`config.mk`:
```
export PLATFORM = sky130hd
export DESIGN_NAME = fpa_div_cell
export DESIGN_NICKNAME = d
export VERILOG_FILES = /design/src/rtl/fpa_pkg.sv /design/src/rtl/fpa_div_cell.sv
export SDC_FILE = /design/constraint.sdc
export NUM_CORES = 1
export LEC_CHECK = 0
export BUFFER_PORTS_ARGS = -buffer_cell sky130_fd_sc_hd__buf_2
export CAP_MARGIN = 20
export CORE_MARGIN = 8
export CORE_UTILIZATION = 35
export CTS_BUF_LIST = sky130_fd_sc_hd__clkbuf_8 sky130_fd_sc_hd__clkbuf_16
export CTS_CLUSTER_SIZE = 12
export DETAILED_ROUTE_END_ITERATION = 12
export HOLD_SLACK_MARGIN = 0.06
export SLEW_MARGIN = 20
export SYNTH_ARGS = -nofsm -noshare
export SYNTH_HDL_FRONTEND = slang
export SYNTH_SLANG_ARGS = --single-unit
```
`constraint.sdc`:
```
create_clock -name clock -period 2.92 [get_ports clock]
set_input_delay 0.584 -clock clock [delete_from_list [all_inputs] [get_ports clock]]
set_output_delay 0.584 -clock clock [all_outputs]
set_load 0.005 [all_outputs]
```
`src/rtl/fpa_pkg.sv`:
```
// package for the q24.8 fixed-point alu: mode codes, defaults and the cell beat type
package fpa_pkg;

   localparam int DefFracBits = 8;

   typedef enum logic [3:0] {
      MODE_ADD      = 4'd0,
      MODE_SUB      = 4'd1,
      MODE_MUL      = 4'd2,
      MODE_DIV      = 4'd3,
      MODE_GT       = 4'd4,
      MODE_GE       = 4'd5,
      MODE_LT       = 4'd6,
      MODE_LE       = 4'd7,
      MODE_EQ       = 4'd8,
      MODE_NE       = 4'd9,
      MODE_MIN      = 4'd10,
      MODE_MAX      = 4'd11,
      MODE_INC      = 4'd12,
      MODE_DEC      = 4'd13,
      MODE_FROM_INT = 4'd14,
      MODE_TO_INT   = 4'd15
   } mode_type;

   // one beat moving down the divider row
   typedef struct packed {
      logic        valid;
      logic        div_op;
      logic        neg;
      logic        dz;
      logic        cmp;
      logic [31:0] res;
      logic [31:0] rem;
      logic [31:0] dvs;
   } cell_type;

endpackage

```
`src/rtl/fpa_div_cell.sv`:
```
// one restoring-division cell: takes one dividend bit, yields one quotient bit
module fpa_div_cell #(
   parameter int DIV_W = 40
) (
   input  logic              clock,
   input  logic              reset,
   input  logic              advance,
   input  fpa_pkg::cell_type cell_i,
   input  logic [DIV_W-1:0]  work_i,
   output fpa_pkg::cell_type cell_o,
   output logic [DIV_W-1:0]  work_o
);
   import fpa_pkg::*;

   cell_type         cell_ff, cell_in;
   logic [DIV_W-1:0] work_ff, work_in;
   logic [32:0]      trial;
   logic [32:0]      diff;
   logic             ge;

   // trial subtract of the divisor from the shifted remainder
   always_comb begin
      trial   = {cell_i.rem, work_i[DIV_W-1]};
      diff    = trial - {1'b0, cell_i.dvs};
      ge      = !diff[32];
      cell_in = cell_i;
      cell_in.rem = ge ? diff[31:0] : trial[31:0];
      work_in = {work_i[DIV_W-2:0], ge};
   end

   // stage register
   always_ff @(posedge clock) begin
      if (reset) begin
         cell_ff.valid <= 1'b0;
      end else if (advance) begin
         cell_ff.valid <= cell_in.valid;
      end
      if (advance) begin
         cell_ff.div_op <= cell_in.div_op;
         cell_ff.neg    <= cell_in.neg;
         cell_ff.dz     <= cell_in.dz;
         cell_ff.cmp    <= cell_in.cmp;
         cell_ff.res    <= cell_in.res;
         cell_ff.rem    <= cell_in.rem;
         cell_ff.dvs    <= cell_in.dvs;
         work_ff        <= work_in;
      end
   end

   assign cell_o = cell_ff;
   assign work_o = work_ff;

endmodule

```
Yosys cells after proc, flatten, opt, wreduce, memory -nomap -nowiden --
Cells that the tools add are included.
Storage, ports and cells: bits in registers 141, output and inout bits 141, input bits 144, logic and storage cells 12
Operators by class: multiplexer cells 1, add/sub/neg operators 1, reductions and logical operators 1
Operators by type and width (count):
- $sub 33x32->33 | 1
- $mux 32 | 1
- $logic_not 1->1 | 1

Logic depth before layout (Yosys ltp) --
depth in word-level cells 2, depth in mapped cells 12, mapped depth without buffers 11

Worst setup path before layout --
OpenSTA, ideal clock, no wires.
path kind input-to-reg, start point in work_i[39], end point reg cell_ff (netlist bit cell_o[36]), data pin, path buffers 1, path slack -0.181 ns, stages 12, library setup time 0.260 ns, required time 2.660 ns, arrival 2.841 ns, path through inv_1 > ha_1 > fa_1 > nand2b_1 > a21oi_1 > o211ai_1 > a21oi_1 > o31a_2 > mux2i_1 > nor2_2 > buf_6 > mux2_4
RTL lines:
- from (decl) | RTL line fpa_div_cell.sv:9 | input logic [DIV_W-1:0] work_i,
- to (decl) | RTL line fpa_div_cell.sv:15 | cell_type cell_ff, cell_in;

==> metrics.md <==
| Metric | Value |
|---|---|
| Layout Nets | `1,048` |
| Clk root buf | `clkbuf_16` |
| Arrival @ worst endpoint | `3030 ps` |
| Initial Utilization | `35.9%` |
| Core ar. | `18,800 um2` |
| Avg WL per Cell | `18.6 um` |
| FILL cells | `1,674` |
| Row count | `50` |
| Post-Synthesis Cells | `487` |
| Final Hold Viols | `0` |
| Synth top area share | `62.5%` |
| Pre-CTS WS | `-478 ps` |
| I/O pins | `285` |
| Longest Clk Path Bufs | `2` |
| Clk_skew | `0 ps` |
| CP Capture Type | `register` |
| Post-synth top area cell | `edfxtp_1` |
| Vias | `5,262` |
| Number of antenna diodes | `0` |
| H-tree depth | `4` |
| Worst reg2reg path startpoint | `cell_o[100]` |
| Gr usage total | `16.7%` |
| Number of global-route vias before repair | `5,310` |
| Post-synthesis area per instance | `13.8 um2` |
| Slew @ Worst Pin | `580 ps` |
| HPWL Detailed | `16,500 um` |
| TritonCTS clock tree | `built` |
| Die H | `155 um` |
| Hold buffers post-CTS | `0` |
| CP startpoint | `cell_i[5]` |
| First-pass GRT wire length | `30,600 um` |
| Final core occ | `52.6%` |
| Warnings, synthesis | `0` |
| Overflow left after global routing | `0` |
| Max cap viols | `0` |
| ANT nets after route | `0` |
| Final min period | `2860 ps` |
| Clock power frac | `36.2%` |
| Initial antenna violation count | `1` |
| Die Span X | `155 um` |
| Clock Sink Count | `141` |
| Reg clk slew, reported paths | `60 ps` |
| Worst Path Max Fanout | `7` |
| Cell Int Power | `4.34 mW` |
| Largest net degree at the start of global routing | `61` |
| Slew Viols, Final | `0` |
| Final Cell Area | `9870 um2` |
| Period utilization | `98.0%` |
| Library cells used by synthesis | `50` |
| Final setup viols | `0` |
| RSZ-0062 raised after global routing | `false` |
| PortBufs | `284` |
| Sum of negative setup slack | `0 ps` |
| Hold Startpoint | `reset` |
| Hold Crit Class | `in2reg` |
| Synthesized cell area | `6730 um2` |
| Vias per inst | `4.71` |
| Status | `finished clean` |
| Setup CP Type | `in2reg` |
| Setup crit start kind | `input port` |
| Register share of total power | `42.2%` |
| Area growth syn-to-layout | `46.7%` |
| Area post-placement | `9140 um2` |
| Drt pass-1 iters | `4` |
| Switching Share | `26.8%` |
| Psw | `1.59 mW` |
| Final GP Congestion | `0.834` |
| Post-synth top flop | `edfxtp_1` |
| Combinational share of power | `21.6%` |
| Cts bufs inserted | `17` |
| Share of post-route cells with drive strength above 1 | `51.8%` |
| Die area | `23,900 um2` |
| Ranking of synthesized cells by area | `edfxtp_1 (62%), ha_1 (5.9%), mux2_4 (5.6%)` |
| Post-synth EDFFs | `140` |
| Most frequent cell after synthesis | `edfxtp_1` |
| Asr flop ratio synth | `0%` |
| PwrDens | `601 nW/um2` |
| Max IR drop VDD | `0.418 mV` |
| Maximum clock frequency | `0.350 GHz` |
| Part of the Yosys area used for sequential elements | `62.8%` |
| Synth cell count leaders | `edfxtp_1 (140), a21oi_1 (38), inv_1 (38), ha_1 (32), nand2_1 (27)` |
| First DRT Iteration DRCs | `271` |
| Mapped Nets | `664` |
| Clk_lat worst skew | `420 ps` |
| CP required | `3090 ps` |
| Final std cells w/o fill | `1,118` |
| #FFs+latches synth | `141` |
| Dpl cells | `1,077` |
| Final Worst Setup Slack | `59.5 ps` |
| # DRC | `0` |
| Final wirelength | `20,800 um` |
| Leakage Power | `4.56 nW` |
| Slew Limit Headroom | `61.3%` |
## repair_timing
item,CTS,global route
buffers inserted,0,9
gates resized for setup,1,14
gates cloned,0,0
pin swaps,1,8
endpoints found under the hold margin,0,0
setup endpoints to repair,15,28
## kinds of logic (layout without fill, tap and decap cells)
family	count (synthesis)	in the layout	share of synthesized area, %
mux	34	34	6.97
flops	141	141	62.8
buf+inv	49	446	3.22
compound gates	107	107	10.2
xor+xnor	23	23	2.99
fa+ha+maj	33	33	6.25
simple gates	100	100	7.66
## cell type report
type                       count  area [um2]  share of cell area [%]
timing repair buffer         376        2210                    22.4
sequential                   141        4220                    42.8
inverter                      38         155                    1.57
multi-input combinational    297        2410                    24.4
clock buffer                  17         425                    4.31
clock inverter                15         154                    1.56
tap                          234         293                    2.97
## critical path, cell delays in order
cell	delay (ps)
buf_2	90
inv_1	30
ha_1	350
o211ai_1	190
a21oi_4	60
o211ai_1	320
a21oi_2	110
o31a_2	330
mux2i_4	200
nor2_4	190
buf_12	150
buf_12	130
mux2_4	290
## final timing paths
| check | end | slack, ps | cells past startpoint |
|---|---|---|---|
| setup / recovery | cell_o[48] | 60 | 13 |
| hold / removal | cell_o[100] | 320 | 2 |
| setup reg to reg | cell_o[100] | 2330 | 2 |
| hold reg to reg | cell_o[100] | 520 | 2 |
## stage by stage
step	total power, mW	hold WS, ps
2_1_floorplan	3.15	485
3_3_place_gp	3.77	476
3_5_place_dp	3.79	515
4_1_cts	5.97	300
5_1_grt	6.20	303
6_report	5.93	318
## registers in the layout, indices dropped and copies added, names as in the netlist
name and flops:
cell_o 101, work_o 40
## cell usage in the layout, fill, tap and decap left out, types with 18 or more instances in the layout
master	n
a21o_1	18
a21oi_1	33
buf_2	282
buf_4	85
edfxtp_1	140
ha_1	28
inv_1	36
mux2_4	25
nand2_1	27
nor2_1	19
## power by group through the flow
stage	Clock [mW]	Sequential [mW]	Combinational, mW
after CTS	2.21	2.51	1.25
after floorplan	0	2.58	0.562
after global routing	2.28	2.52	1.40
final	2.15	2.50	1.28
after global placement	0	2.54	1.23
after detailed placement	0	2.55	1.24
## layer usage
metal / vias to the layer above / share of wire [%] / track usage [%]
met1: 2454 / 41 / 19.4
met4: 2 / 0.92 / 4.06
li1: 2605 / - / -
met5: - / 0.062 / 0
met3: 18 / 7.4 / 5.43
met2: 183 / 51 / 29.4
Note: power is estimated with default switching activity, not from simulation.
